<file path="src/bsfr_pkg.sv">
// Shared types, constants and result codes of the byte-stuffed frame receiver.
`default_nettype none

package bsfr_pkg;

    // Width of the wrapping packet counters (8 to 64); they are reported in 32 bits.
    localparam int COUNT_W = 32;

    // APB address width: six 32-bit registers at byte addresses 0, 4, ..., 20.
    localparam int ADDR_W = 5;
    localparam int REG_IDX_W = ADDR_W - 2;

    // Frame layout.
    localparam int HDR_BYTES = 6;
    localparam int LEN_HIGH_POS = 2;
    localparam int LEN_LOW_POS = 3;
    localparam int CRC_LEN = 2;
    localparam int POS_W = 17;

    // Result kinds, carried on m_tuser.
    localparam logic [2:0] KIND_NONE    = 3'd0;
    localparam logic [2:0] KIND_HEADER  = 3'd1;
    localparam logic [2:0] KIND_PAYLOAD = 3'd2;
    localparam logic [2:0] KIND_CRC     = 3'd3;
    localparam logic [2:0] KIND_GOOD    = 3'd4;
    localparam logic [2:0] KIND_ERROR   = 3'd5;

    // Error causes.
    localparam logic [2:0] CAUSE_NONE    = 3'd0;
    localparam logic [2:0] CAUSE_RESTART = 3'd1;
    localparam logic [2:0] CAUSE_SHORT   = 3'd2;
    localparam logic [2:0] CAUSE_CRC     = 3'd3;
    localparam logic [2:0] CAUSE_LENGTH  = 3'd4;
    localparam logic [2:0] CAUSE_EXTRA   = 3'd5;

    // Register reset values.
    localparam logic [7:0]  START_RST = 8'd2;
    localparam logic [7:0]  END_RST   = 8'd3;
    localparam logic [7:0]  ESC_RST   = 8'd27;
    localparam logic [15:0] MAXP_RST  = 16'd1024;
    localparam logic [15:0] POLY_RST  = 16'h1021;
    localparam logic [15:0] INIT_RST  = 16'hFFFF;

    typedef struct packed {
        logic [7:0]  start_byte;
        logic [7:0]  end_byte;
        logic [7:0]  escape_byte;
        logic [15:0] max_payload;
        logic [15:0] crc_polynomial;
        logic [15:0] crc_initial;
    } cfg_t;

    typedef struct packed {
        logic [2:0]       kind;
        logic [2:0]       error_cause;
        logic [7:0]       data_byte;
        logic [POS_W-1:0] byte_index;
        logic [7:0]       msg_first;
        logic [7:0]       msg_second;
        logic [15:0]      length_field;
        logic [7:0]       cmd_first;
        logic [7:0]       cmd_second;
        logic [31:0]      good_count;
        logic [31:0]      bad_count;
    } res_t;

    // Report a counter of COUNT_W bits in 32 bits: zero-extend or truncate.
    function automatic logic [31:0] count_out(input logic [COUNT_W-1:0] v);
        logic [COUNT_W+31:0] ext;
        ext = {32'd0, v};
        return ext[31:0];
    endfunction

endpackage

`default_nettype wire

</file>
<file path="src/bsfr_regs.sv">
// APB configuration registers of the frame receiver.
`default_nettype none

module bsfr_regs
    import bsfr_pkg::*;
(
    input  wire logic              clk,
    input  wire logic              rst_n,
    input  wire logic              psel,
    input  wire logic              penable,
    input  wire logic              pwrite,
    input  wire logic [ADDR_W-1:0] paddr,
    input  wire logic [31:0]       pwdata,
    output logic      [31:0]       prdata,
    output logic                   pready,
    output cfg_t                   cfg
);

    localparam logic [REG_IDX_W-1:0] REG_START = 3'd0;
    localparam logic [REG_IDX_W-1:0] REG_END   = 3'd1;
    localparam logic [REG_IDX_W-1:0] REG_ESC   = 3'd2;
    localparam logic [REG_IDX_W-1:0] REG_MAXP  = 3'd3;
    localparam logic [REG_IDX_W-1:0] REG_POLY  = 3'd4;
    localparam logic [REG_IDX_W-1:0] REG_INIT  = 3'd5;

    cfg_t                 cfg_reg;
    logic                 wr_en;
    logic [REG_IDX_W-1:0] idx;

    assign pready = 1'b1;
    assign wr_en  = psel && penable && pwrite;
    assign idx    = paddr[ADDR_W-1:2];
    assign cfg    = cfg_reg;

    always_ff @(posedge clk or negedge rst_n)
    begin
        if (!rst_n)
        begin
            cfg_reg.start_byte     <= START_RST;
            cfg_reg.end_byte       <= END_RST;
            cfg_reg.escape_byte    <= ESC_RST;
            cfg_reg.max_payload    <= MAXP_RST;
            cfg_reg.crc_polynomial <= POLY_RST;
            cfg_reg.crc_initial    <= INIT_RST;
        end
        else if (wr_en)
        begin
            case (idx)
                REG_START: cfg_reg.start_byte     <= pwdata[7:0];
                REG_END:   cfg_reg.end_byte       <= pwdata[7:0];
                REG_ESC:   cfg_reg.escape_byte    <= pwdata[7:0];
                REG_MAXP:  cfg_reg.max_payload    <= pwdata[15:0];
                REG_POLY:  cfg_reg.crc_polynomial <= pwdata[15:0];
                REG_INIT:  cfg_reg.crc_initial    <= pwdata[15:0];
                default:   ;
            endcase
        end
    end

    always_comb
    begin
        case (idx)
            REG_START: prdata = {24'd0, cfg_reg.start_byte};
            REG_END:   prdata = {24'd0, cfg_reg.end_byte};
            REG_ESC:   prdata = {24'd0, cfg_reg.escape_byte};
            REG_MAXP:  prdata = {16'd0, cfg_reg.max_payload};
            REG_POLY:  prdata = {16'd0, cfg_reg.crc_polynomial};
            REG_INIT:  prdata = {16'd0, cfg_reg.crc_initial};
            default:   prdata = 32'd0;
        endcase
    end

endmodule

`default_nettype wire

</file>
<file path="src/bsfr_deframer.sv">
// Frame state, unstuffing, byte routing, CRC-16 check and counters.
`default_nettype none

module bsfr_deframer
    import bsfr_pkg::*;
(
    input  wire logic       clk,
    input  wire logic       rst_n,
    input  wire logic       step,
    input  wire logic [7:0] in_byte,
    input  wire cfg_t       cfg,
    output res_t            res
);

    localparam logic [1:0] MODE_WAIT  = 2'd0;
    localparam logic [1:0] MODE_FRAME = 2'd1;
    localparam logic [1:0] MODE_ESC   = 2'd2;

    localparam logic [POS_W-1:0] HDR_END  = POS_W'(HDR_BYTES);
    localparam logic [POS_W-1:0] LEN_LOW  = POS_W'(LEN_LOW_POS);
    localparam logic [1:0]       CRC_DONE = 2'(CRC_LEN);

    // One MSB-first CRC-16 update with a whole byte: eight shift steps.
    function automatic logic [15:0] crc_byte(input logic [15:0] crc_in,
                                             input logic [7:0]  b,
                                             input logic [15:0] poly);
        logic [15:0] c;
        c = crc_in ^ {b, 8'd0};
        for (int i = 0; i < 8; i++)
        begin
            if (c[15])
                c = {c[14:0], 1'b0} ^ poly;
            else
                c = {c[14:0], 1'b0};
        end
        return c;
    endfunction

    logic [1:0]         mode_reg, mode_next;
    logic [POS_W-1:0]   position_reg, position_next;
    logic [15:0]        length_reg, length_next;
    logic [15:0]        rx_crc_reg, rx_crc_next;
    logic [1:0]         crc_cnt_reg, crc_cnt_next;
    logic [15:0]        crc_reg, crc_next;
    logic [COUNT_W-1:0] good_reg, good_next;
    logic [COUNT_W-1:0] bad_reg, bad_next;
    logic [7:0]         hdr_reg [HDR_BYTES];

    logic               hdr_we;
    logic               route;
    logic               bump_bad;
    logic [7:0]         byte_v;
    logic [POS_W-1:0]   body_end;
    logic [15:0]        len_new;
    logic [15:0]        crc_upd;

    assign body_end = HDR_END + {1'b0, length_reg};
    assign len_new  = {hdr_reg[LEN_HIGH_POS], byte_v};

    always_comb
    begin
        mode_next     = mode_reg;
        position_next = position_reg;
        length_next   = length_reg;
        rx_crc_next   = rx_crc_reg;
        crc_cnt_next  = crc_cnt_reg;
        crc_next      = crc_reg;
        good_next     = good_reg;
        bump_bad      = 1'b0;
        hdr_we        = 1'b0;
        route         = 1'b0;
        byte_v        = in_byte;
        crc_upd       = crc_byte(crc_reg, byte_v, cfg.crc_polynomial);

        res                = '0;
        res.kind           = KIND_NONE;
        res.error_cause    = CAUSE_NONE;

        case (mode_reg)
            MODE_WAIT:
            begin
                if (in_byte == cfg.start_byte)
                begin
                    position_next = '0;
                    length_next   = '0;
                    rx_crc_next   = '0;
                    crc_cnt_next  = '0;
                    crc_next      = cfg.crc_initial;
                    mode_next     = MODE_FRAME;
                end
            end
            MODE_FRAME:
            begin
                // Escape wins over start, start wins over end.
                if (in_byte == cfg.escape_byte)
                begin
                    mode_next = MODE_ESC;
                end
                else if (in_byte == cfg.start_byte)
                begin
                    position_next   = '0;
                    length_next     = '0;
                    rx_crc_next     = '0;
                    crc_cnt_next    = '0;
                    crc_next        = cfg.crc_initial;
                    bump_bad        = 1'b1;
                    res.kind        = KIND_ERROR;
                    res.error_cause = CAUSE_RESTART;
                end
                else if (in_byte == cfg.end_byte)
                begin
                    mode_next = MODE_WAIT;
                    if (position_reg >= body_end && crc_cnt_reg == CRC_DONE)
                    begin
                        if (crc_reg == rx_crc_reg)
                        begin
                            good_next          = good_reg + 1'b1;
                            res.kind           = KIND_GOOD;
                            res.msg_first      = hdr_reg[0];
                            res.msg_second     = hdr_reg[1];
                            res.length_field   = length_reg;
                            res.cmd_first      = hdr_reg[4];
                            res.cmd_second     = hdr_reg[5];
                        end
                        else
                        begin
                            bump_bad        = 1'b1;
                            res.kind        = KIND_ERROR;
                            res.error_cause = CAUSE_CRC;
                        end
                    end
                    else
                    begin
                        bump_bad        = 1'b1;
                        res.kind        = KIND_ERROR;
                        res.error_cause = CAUSE_SHORT;
                    end
                end
                else
                begin
                    route = 1'b1;
                end
            end
            default:
            begin
                // The byte after an escape is always data.
                byte_v    = in_byte ^ cfg.escape_byte;
                crc_upd   = crc_byte(crc_reg, byte_v, cfg.crc_polynomial);
                mode_next = MODE_FRAME;
                route     = 1'b1;
            end
        endcase

        if (route)
        begin
            if (position_reg < HDR_END)
            begin
                hdr_we   = 1'b1;
                crc_next = crc_upd;
                if (position_reg == LEN_LOW && len_new > cfg.max_payload)
                begin
                    // Oversize length: the frame is dropped here.
                    length_next     = len_new;
                    mode_next       = MODE_WAIT;
                    bump_bad        = 1'b1;
                    res.kind        = KIND_ERROR;
                    res.error_cause = CAUSE_LENGTH;
                end
                else
                begin
                    if (position_reg == LEN_LOW)
                        length_next = len_new;
                    res.kind       = KIND_HEADER;
                    res.data_byte  = byte_v;
                    res.byte_index = position_reg;
                    position_next  = position_reg + 1'b1;
                end
            end
            else if (position_reg < body_end)
            begin
                crc_next       = crc_upd;
                res.kind       = KIND_PAYLOAD;
                res.data_byte  = byte_v;
                res.byte_index = position_reg;
                position_next  = position_reg + 1'b1;
            end
            else if (crc_cnt_reg < CRC_DONE)
            begin
                rx_crc_next    = {rx_crc_reg[7:0], byte_v};
                crc_cnt_next   = crc_cnt_reg + 1'b1;
                res.kind       = KIND_CRC;
                res.data_byte  = byte_v;
                res.byte_index = position_reg;
                position_next  = position_reg + 1'b1;
            end
            else
            begin
                mode_next       = MODE_WAIT;
                bump_bad        = 1'b1;
                res.kind        = KIND_ERROR;
                res.error_cause = CAUSE_EXTRA;
            end
        end

        bad_next       = bump_bad ? bad_reg + 1'b1 : bad_reg;
        res.good_count = count_out(good_next);
        res.bad_count  = count_out(bad_next);
    end

    always_ff @(posedge clk or negedge rst_n)
    begin
        if (!rst_n)
        begin
            mode_reg     <= MODE_WAIT;
            position_reg <= '0;
            length_reg   <= '0;
            rx_crc_reg   <= '0;
            crc_cnt_reg  <= '0;
            crc_reg      <= INIT_RST;
            good_reg     <= '0;
            bad_reg      <= '0;
        end
        else if (step)
        begin
            mode_reg     <= mode_next;
            position_reg <= position_next;
            length_reg   <= length_next;
            rx_crc_reg   <= rx_crc_next;
            crc_cnt_reg  <= crc_cnt_next;
            crc_reg      <= crc_next;
            good_reg     <= good_next;
            bad_reg      <= bad_next;
        end
    end

    // Header bytes hold no reset; each is written before it is read in a frame.
    always_ff @(posedge clk)
    begin
        if (step && hdr_we)
            hdr_reg[position_reg[2:0]] <= byte_v;
    end

endmodule

`default_nettype wire

</file>
<file path="src/byte_stuffed_frame_receiver.sv">
// Top level of the byte-stuffed frame receiver with CRC-16 check.
//
//  Channel   Direction  Signals                          Contents
//  s_axis    in         s_tvalid s_tready s_tdata[7:0]   one raw line byte
//  m_axis    out        m_tvalid m_tready m_tuser m_tdata one result per byte
//  apb       in/out     psel penable pwrite paddr ...    six config registers
//
// Every accepted byte produces exactly one result request, kind none included.
// Throughput is one byte per cycle while the output is not stalled: the byte
// sits in an input register, the unstuffing, routing and byte-wide CRC-16
// update run in one pass of logic, and the result lands in an output register.
// A stalled output holds its result while the input register still accepts
// one more byte; the input stage frees up as soon as the result moves on.
// rst_n is asynchronous and clears all control state and the counters; the
// configuration registers return to their reset values.
`default_nettype none

module byte_stuffed_frame_receiver
    import bsfr_pkg::*;
(
    input  wire logic              clk,
    input  wire logic              rst_n,
    // Input stream.
    input  wire logic              s_tvalid,
    output logic                   s_tready,
    input  wire logic [7:0]        s_tdata,   // [7:0] in_byte
    // Result stream.
    output logic                   m_tvalid,
    input  wire logic              m_tready,
    output logic [143:0]           m_tdata,   // [2:0] error_cause, [10:3] data_byte,
                                              // [27:11] byte_index, [35:28] msg_first,
                                              // [43:36] msg_second,
                                              // [59:44] length_field,
                                              // [67:60] cmd_first, [75:68] cmd_second,
                                              // [107:76] good_count,
                                              // [139:108] bad_count, [143:140] zero
    output logic [2:0]             m_tuser,   // [2:0] kind
    // Configuration port.
    input  wire logic              psel,
    input  wire logic              penable,
    input  wire logic              pwrite,
    input  wire logic [ADDR_W-1:0] paddr,
    input  wire logic [31:0]       pwdata,
    output logic      [31:0]       prdata,
    output logic                   pready
);

    cfg_t       cfg;
    res_t       res;
    res_t       out_res_reg;
    logic       out_valid_reg, out_valid_next;
    logic       in_valid_reg, in_valid_next;
    logic [7:0] in_byte_reg;
    logic       advance;
    logic       in_take;

    bsfr_regs u_regs (
        .clk     (clk),
        .rst_n   (rst_n),
        .psel    (psel),
        .penable (penable),
        .pwrite  (pwrite),
        .paddr   (paddr),
        .pwdata  (pwdata),
        .prdata  (prdata),
        .pready  (pready),
        .cfg     (cfg)
    );

    // The byte in the input register is processed when the output register
    // is empty or its result is being taken in this cycle.
    assign advance  = in_valid_reg && (!out_valid_reg || m_tready);
    assign s_tready = !in_valid_reg || advance;
    assign in_take  = s_tvalid && s_tready;

    bsfr_deframer u_deframer (
        .clk     (clk),
        .rst_n   (rst_n),
        .step    (advance),
        .in_byte (in_byte_reg),
        .cfg     (cfg),
        .res     (res)
    );

    always_comb
    begin
        in_valid_next = in_valid_reg;
        if (in_take)
            in_valid_next = 1'b1;
        else if (advance)
            in_valid_next = 1'b0;

        out_valid_next = out_valid_reg;
        if (advance)
            out_valid_next = 1'b1;
        else if (m_tready)
            out_valid_next = 1'b0;
    end

    always_ff @(posedge clk or negedge rst_n)
    begin
        if (!rst_n)
        begin
            in_valid_reg  <= 1'b0;
            out_valid_reg <= 1'b0;
        end
        else
        begin
            in_valid_reg  <= in_valid_next;
            out_valid_reg <= out_valid_next;
        end
    end

    always_ff @(posedge clk)
    begin
        if (in_take)
            in_byte_reg <= s_tdata;
        if (advance)
            out_res_reg <= res;
    end

    assign m_tvalid = out_valid_reg;
    assign m_tuser  = out_res_reg.kind;
    assign m_tdata  = {4'd0,
                       out_res_reg.bad_count,
                       out_res_reg.good_count,
                       out_res_reg.cmd_second,
                       out_res_reg.cmd_first,
                       out_res_reg.length_field,
                       out_res_reg.msg_second,
                       out_res_reg.msg_first,
                       out_res_reg.byte_index,
                       out_res_reg.data_byte,
                       out_res_reg.error_cause};

    // A processed byte always leaves a result in the output register.
    a_advance_fills_out: assert property (@(posedge clk) disable iff (!rst_n)
        advance |=> out_valid_reg)
        else $error("processed byte left no result");

    // A byte that could not move on stays put and unchanged.
    a_input_held: assert property (@(posedge clk) disable iff (!rst_n)
        in_valid_reg && !advance |=> in_valid_reg && $stable(in_byte_reg))
        else $error("waiting input byte was lost or changed");

    // Only error results carry a cause.
    a_cause_only_on_error: assert property (@(posedge clk) disable iff (!rst_n)
        out_valid_reg && out_res_reg.kind != KIND_ERROR
            |-> out_res_reg.error_cause == CAUSE_NONE)
        else $error("cause reported without error");

    a_error_has_cause: assert property (@(posedge clk) disable iff (!rst_n)
        out_valid_reg && out_res_reg.kind == KIND_ERROR
            |-> out_res_reg.error_cause != CAUSE_NONE)
        else $error("error reported without cause");

endmodule

`default_nettype wire

</file>
<file path="config.mk">
export PLATFORM = sky130hd
export DESIGN_NAME = byte_stuffed_frame_receiver
export DESIGN_NICKNAME = d
export VERILOG_FILES = /design/src/bsfr_pkg.sv /design/src/bsfr_regs.sv /design/src/bsfr_deframer.sv /design/src/byte_stuffed_frame_receiver.sv
export SDC_FILE = /design/constraint.sdc
export NUM_CORES = 1
export LEC_CHECK = 0
export BUFFER_PORTS_ARGS = -buffer_cell sky130_fd_sc_hd__buf_2
export CORE_MARGIN = 2
export CORE_UTILIZATION = 53
export CTS_CLUSTER_DIAMETER = 80
export CTS_CLUSTER_SIZE = 16
export DETAILED_ROUTE_END_ITERATION = 8
export PLACE_DENSITY = 0.73
export SLEW_MARGIN = 20
export SYNTH_ARGS = -nofsm -noshare
export SYNTH_HDL_FRONTEND = slang
export SYNTH_HIERARCHICAL = 1
export SYNTH_SLANG_ARGS = --single-unit
</file>
<file path="constraint.sdc">
create_clock -name clk -period 9.5 [get_ports clk]
set_clock_uncertainty 0.1 [all_clocks]
set_input_delay 0.475 -clock clk [delete_from_list [all_inputs] [get_ports clk]]
set_output_delay 0.475 -clock clk [all_outputs]
set_load 0.05 [all_outputs]
</file>
==> flow_summary_export.csv <==
group,metric,value,unit
clock_network,clkSinkCount,398,
detailed_routing,detail_route.wl_per_cell,19.2,um
synth,synth_flop_cell,"sky130_fd_sc_hd__edfxtp_1",
floorplan,initial_core_util,0.540,
detailed_routing,drcViolationCount,0,
detailed_routing,drtIter0Drc,1427,
floorplan,io_pins,234,
power_and_ir_drop,switchingPower,3.34,mW
detailed_routing,drt_pre_antenna_iters,7,
finish,n_antenna_cell,0,
synth,synth_cell_types,87,
placement,placedInstanceArea,24600,um^2
timing,report.final.setup_viol,0,
finish,n_fill_cell,3583,
floorplan,num_rows,76,
timing,worstMarginPinSlew,1.14,ns
timing,maxSlewViolCount,0,
clock_network,cts.root.buffer_cell,"sky130_fd_sc_hd__clkbuf_16",
floorplan,die_height,214,um
min_path,timing.hold.worst.class,"in2reg",
floorplan,die_area,45800,um^2
synth,syn-cell-area,23400,um^2
setup_path,worst_reg2reg_path_startpoint,"in_byte_reg[7]$_DFFE_PP_",
floorplan,coreArea,43300,um^2
power_and_ir_drop,cell_internal_pwr,4.51,mW
timing,hold-worst-slack,0.0424,ns
global_route,remaining_overflow_grt,0,
synth,syn-instance-count,2196,
detailed_routing,vias,16545,
power_and_ir_drop,p_leak,10.8,nW
power_and_ir_drop,switching_share,0.426,
power_and_ir_drop,share_seq_of_total_power,0.298,
clock_network,tritoncts,"done",
finish,largest_register_ffs,140,
placement,port_buffers,194,
finish,multi_input_combinational_cell_area,11500,um^2
setup_path,required,9.89,ns
global_route,first_global_vias,16133,
finish,postLayoutCoreUtil,0.593,
setup_path,path_max_fanout,15,
timing,unrepaired_setup_endpoints_after_global_routing,"false",
power_and_ir_drop,power_frac_comb,0.550,
global_route,wire_length_of_the_first_global_routing_pass,89500,um
timing,finalWorstPathRequiredPeriod,5.54,ns
min_path,holdCritStartpoint,"pwdata[13]",
setup_path,critical_path_arrival,5.93,ns
detailed_routing,viasPerCell,5.64,
detailed_routing,post_route_antenna_net_violation_count,0,
timing,fmax,180,MHz
setup_path,kind_of_end_point_of_the_critical_path,"flop",
power_and_ir_drop,power_total,7.85,mW
timing,period_share,0.583,
setup_path,reg2reg_setup_slack,3.96,ns
global_route,antenna_found_initial,0,
timing,fin_setup_tns,0,ns
finish,design.final.nets,2416,
synth,seq_area_frac_synth,0.470,
clock_network,cts_post_setup_buffers_inserted,0,
power_and_ir_drop,max-vdd-ir-drop,0.000397,V
placement,finalWeightedCongestion,0.892,
power_and_ir_drop,power_per_cell_area,306,nW/um^2
setup_path,worst-setup-path-type,"reg2reg",
clock_network,clk_pin_slew,0.08,ns
synth,post_synth_edffs,191,
finish,sequential_cell_area,11000,um^2
finish,stdcell_area,25600,um^2
synth,synthArstFlopShare,0.520,
clock_network,cts_hold_repair.buffers,10,
finish,syn_to_final_growth,9.75,%
flow_run,max_cap_viol_count,0,
status,run_status,"complete, no violations",
clock_network,cts.path.max_buffers,3,
global_route,gr_util_all_layers,0.242,
timing,hold_violations,0,
global_route,grt_max_degree,128,
clock_network,cts_htree_levels,1,
setup_path,cp-start-kind,"flop",
synth,synth.avg_cell_area,10.6,um^2
timing,relSlewSlack,0.241,
min_path,worst_hold_end,"u_regs/cfg[13]$_DFFE_PN1P_",
placement,place.detailed.hpwl,40000,um
finish,ratio_of_cells_with_drive_above_1_in_the_final_layout,0.187,
synth,yosys_register_bits,398,
setup_path,rr_endpoint,"u_deframer/crc_reg[2]$_DFFE_PN1P_",
setup_path,reg2regPathDepth,14,
synth,yosysWarnings,6,
detailed_routing,drt-total-wl,56400,um
floorplan,fp.dieW,214,um
clock_network,clk-insertion-delay-late,0.60,ns
power_and_ir_drop,clkPwrFrac,0.152,
min_path,worst_hold_path.num_cells,2,
clock_network,cts-buffers-inserted,30,
clock_network,cts_resized,0,
==> power groups by stage <==
stage / clock network, mW / registers, mW / logic (mW)
final: 1.19 / 2.34 / 4.32
after global routing: 1.29 / 2.36 / 4.65
after CTS: 1.22 / 2.33 / 4.28
after detailed placement: 0 / 2.37 / 4.27
after global placement: 0 / 2.36 / 4.17
after floorplan: 0 / 2.35 / 3.49
==> cell usage in the layout, fill, tap and decap left out, types with 61 or more instances in the layout <==
cell type / synthesis / routed
sky130_fd_sc_hd__nor2_1: 90 / 90
sky130_fd_sc_hd__edfxtp_1: 191 / 191
sky130_fd_sc_hd__dfrtp_1: 164 / 164
sky130_fd_sc_hd__xor2_1: 125 / 125
sky130_fd_sc_hd__mux2_2: 79 / 79
sky130_fd_sc_hd__buf_2: 14 / 193
sky130_fd_sc_hd__xnor2_1: 287 / 286
sky130_fd_sc_hd__and2_1: 62 / 61
sky130_fd_sc_hd__nand3_1: 68 / 68
sky130_fd_sc_hd__nand2_1: 297 / 297
==> cell families after synthesis <==
group           count (synthesis)  synth area share
flops                         398             0.470
compound gates                252            0.0757
buf+inv                       201            0.0403
xor+xnor                      444             0.182
other cells                     3          0.000482
simple gates                  744             0.158
mux                           117            0.0549
fa+ha+maj                      37            0.0198
==> critical path, cell delays in order (launching register included) <==
cell and delay, ns:
sky130_fd_sc_hd__edfxtp_1 0.62, sky130_fd_sc_hd__xnor2_1 0.91, sky130_fd_sc_hd__xnor2_1 0.30, sky130_fd_sc_hd__a222oi_1 0.46, sky130_fd_sc_hd__a21oi_1 0.15, sky130_fd_sc_hd__o211ai_1 0.34, sky130_fd_sc_hd__xnor2_1 0.17, sky130_fd_sc_hd__buf_4 0.23
sky130_fd_sc_hd__xnor3_1 0.40, sky130_fd_sc_hd__o21ai_0 0.22, sky130_fd_sc_hd__nand4_1 0.54, sky130_fd_sc_hd__and2_1 0.46, sky130_fd_sc_hd__a211o_1 0.31, sky130_fd_sc_hd__a21oi_1 0.14, sky130_fd_sc_hd__a211oi_1 0.07
==> worst max path at each step <==
stage                                         end                     start
2_1_floorplan  u_deframer/hdr_reg[4][0]$_DFFE_PP_      m_tvalid$_DFFE_PN0P_
3_3_place_gp    u_deframer/crc_reg[2]$_DFFE_PN1P_  in_byte_reg[7]$_DFFE_PP_
3_5_place_dp    u_deframer/crc_reg[2]$_DFFE_PN1P_  in_byte_reg[7]$_DFFE_PP_
4_1_cts         u_deframer/crc_reg[2]$_DFFE_PN1P_  in_byte_reg[7]$_DFFE_PP_
5_1_grt         u_deframer/crc_reg[2]$_DFFE_PN1P_  in_byte_reg[7]$_DFFE_PP_
6_report        u_deframer/crc_reg[2]$_DFFE_PN1P_  in_byte_reg[7]$_DFFE_PP_
==> through the flow <==
| stage | setup slack [ns] | instances |
|---|---|---|
| 5_1_grt | 3.53 | 2936 |
| 6_report | 3.96 | 2936 |
| 3_3_place_gp | 4.14 | 2869 |
| 3_5_place_dp | 4.03 | 2869 |
| 4_1_cts | 4.00 | 2935 |
| 2_1_floorplan | 2.63 | 2214 |
==> Yosys cell counts, types with 31 or more instances <==
cell | instances | area, um^2
sky130_fd_sc_hd__nand2_1 | 297 | 1110
sky130_fd_sc_hd__xnor2_1 | 287 | 2510
sky130_fd_sc_hd__edfxtp_1 | 191 | 5740
sky130_fd_sc_hd__dfrtp_1 | 164 | 4100
sky130_fd_sc_hd__xor2_1 | 125 | 1090
sky130_fd_sc_hd__clkbuf_1 | 92 | 345
sky130_fd_sc_hd__nor2_1 | 90 | 338
sky130_fd_sc_hd__mux2_2 | 79 | 890
sky130_fd_sc_hd__nand3_1 | 68 | 340
sky130_fd_sc_hd__and2_1 | 62 | 388
sky130_fd_sc_hd__and3_1 | 58 | 363
sky130_fd_sc_hd__o21ai_0 | 48 | 240
sky130_fd_sc_hd__inv_1 | 46 | 173
sky130_fd_sc_hd__dfstp_2 | 43 | 1130
sky130_fd_sc_hd__a21oi_1 | 38 | 190
sky130_fd_sc_hd__ha_1 | 37 | 463
sky130_fd_sc_hd__mux2i_1 | 37 | 370
sky130_fd_sc_hd__nand4_1 | 36 | 225
sky130_fd_sc_hd__nor3_1 | 34 | 170
sky130_fd_sc_hd__buf_4 | 31 | 233
==> layer usage <==
| layer | up-vias | GRT usage | share of wire |
|---|---|---|---|
| li1 | 7793 | - | - |
| met1 | 8112 | 0.338 | 0.43 |
| met2 | 550 | 0.402 | 0.48 |
| met3 | 90 | 0.0236 | 0.060 |
| met4 | 0 | 0.0739 | 0.025 |
| met5 | - | 0 | 0 |
==> cell type report <==
cell class / count / area share
clock inverter: 7 / 0.00229
inverter: 47 / 0.00688
tap: 585 / 0.0286
sequential: 398 / 0.428
multi-input combinational: 1615 / 0.450
clock buffer: 49 / 0.0321
timing repair buffer: 235 / 0.0521
No activity file was read; power rests on OpenSTA's default activity.
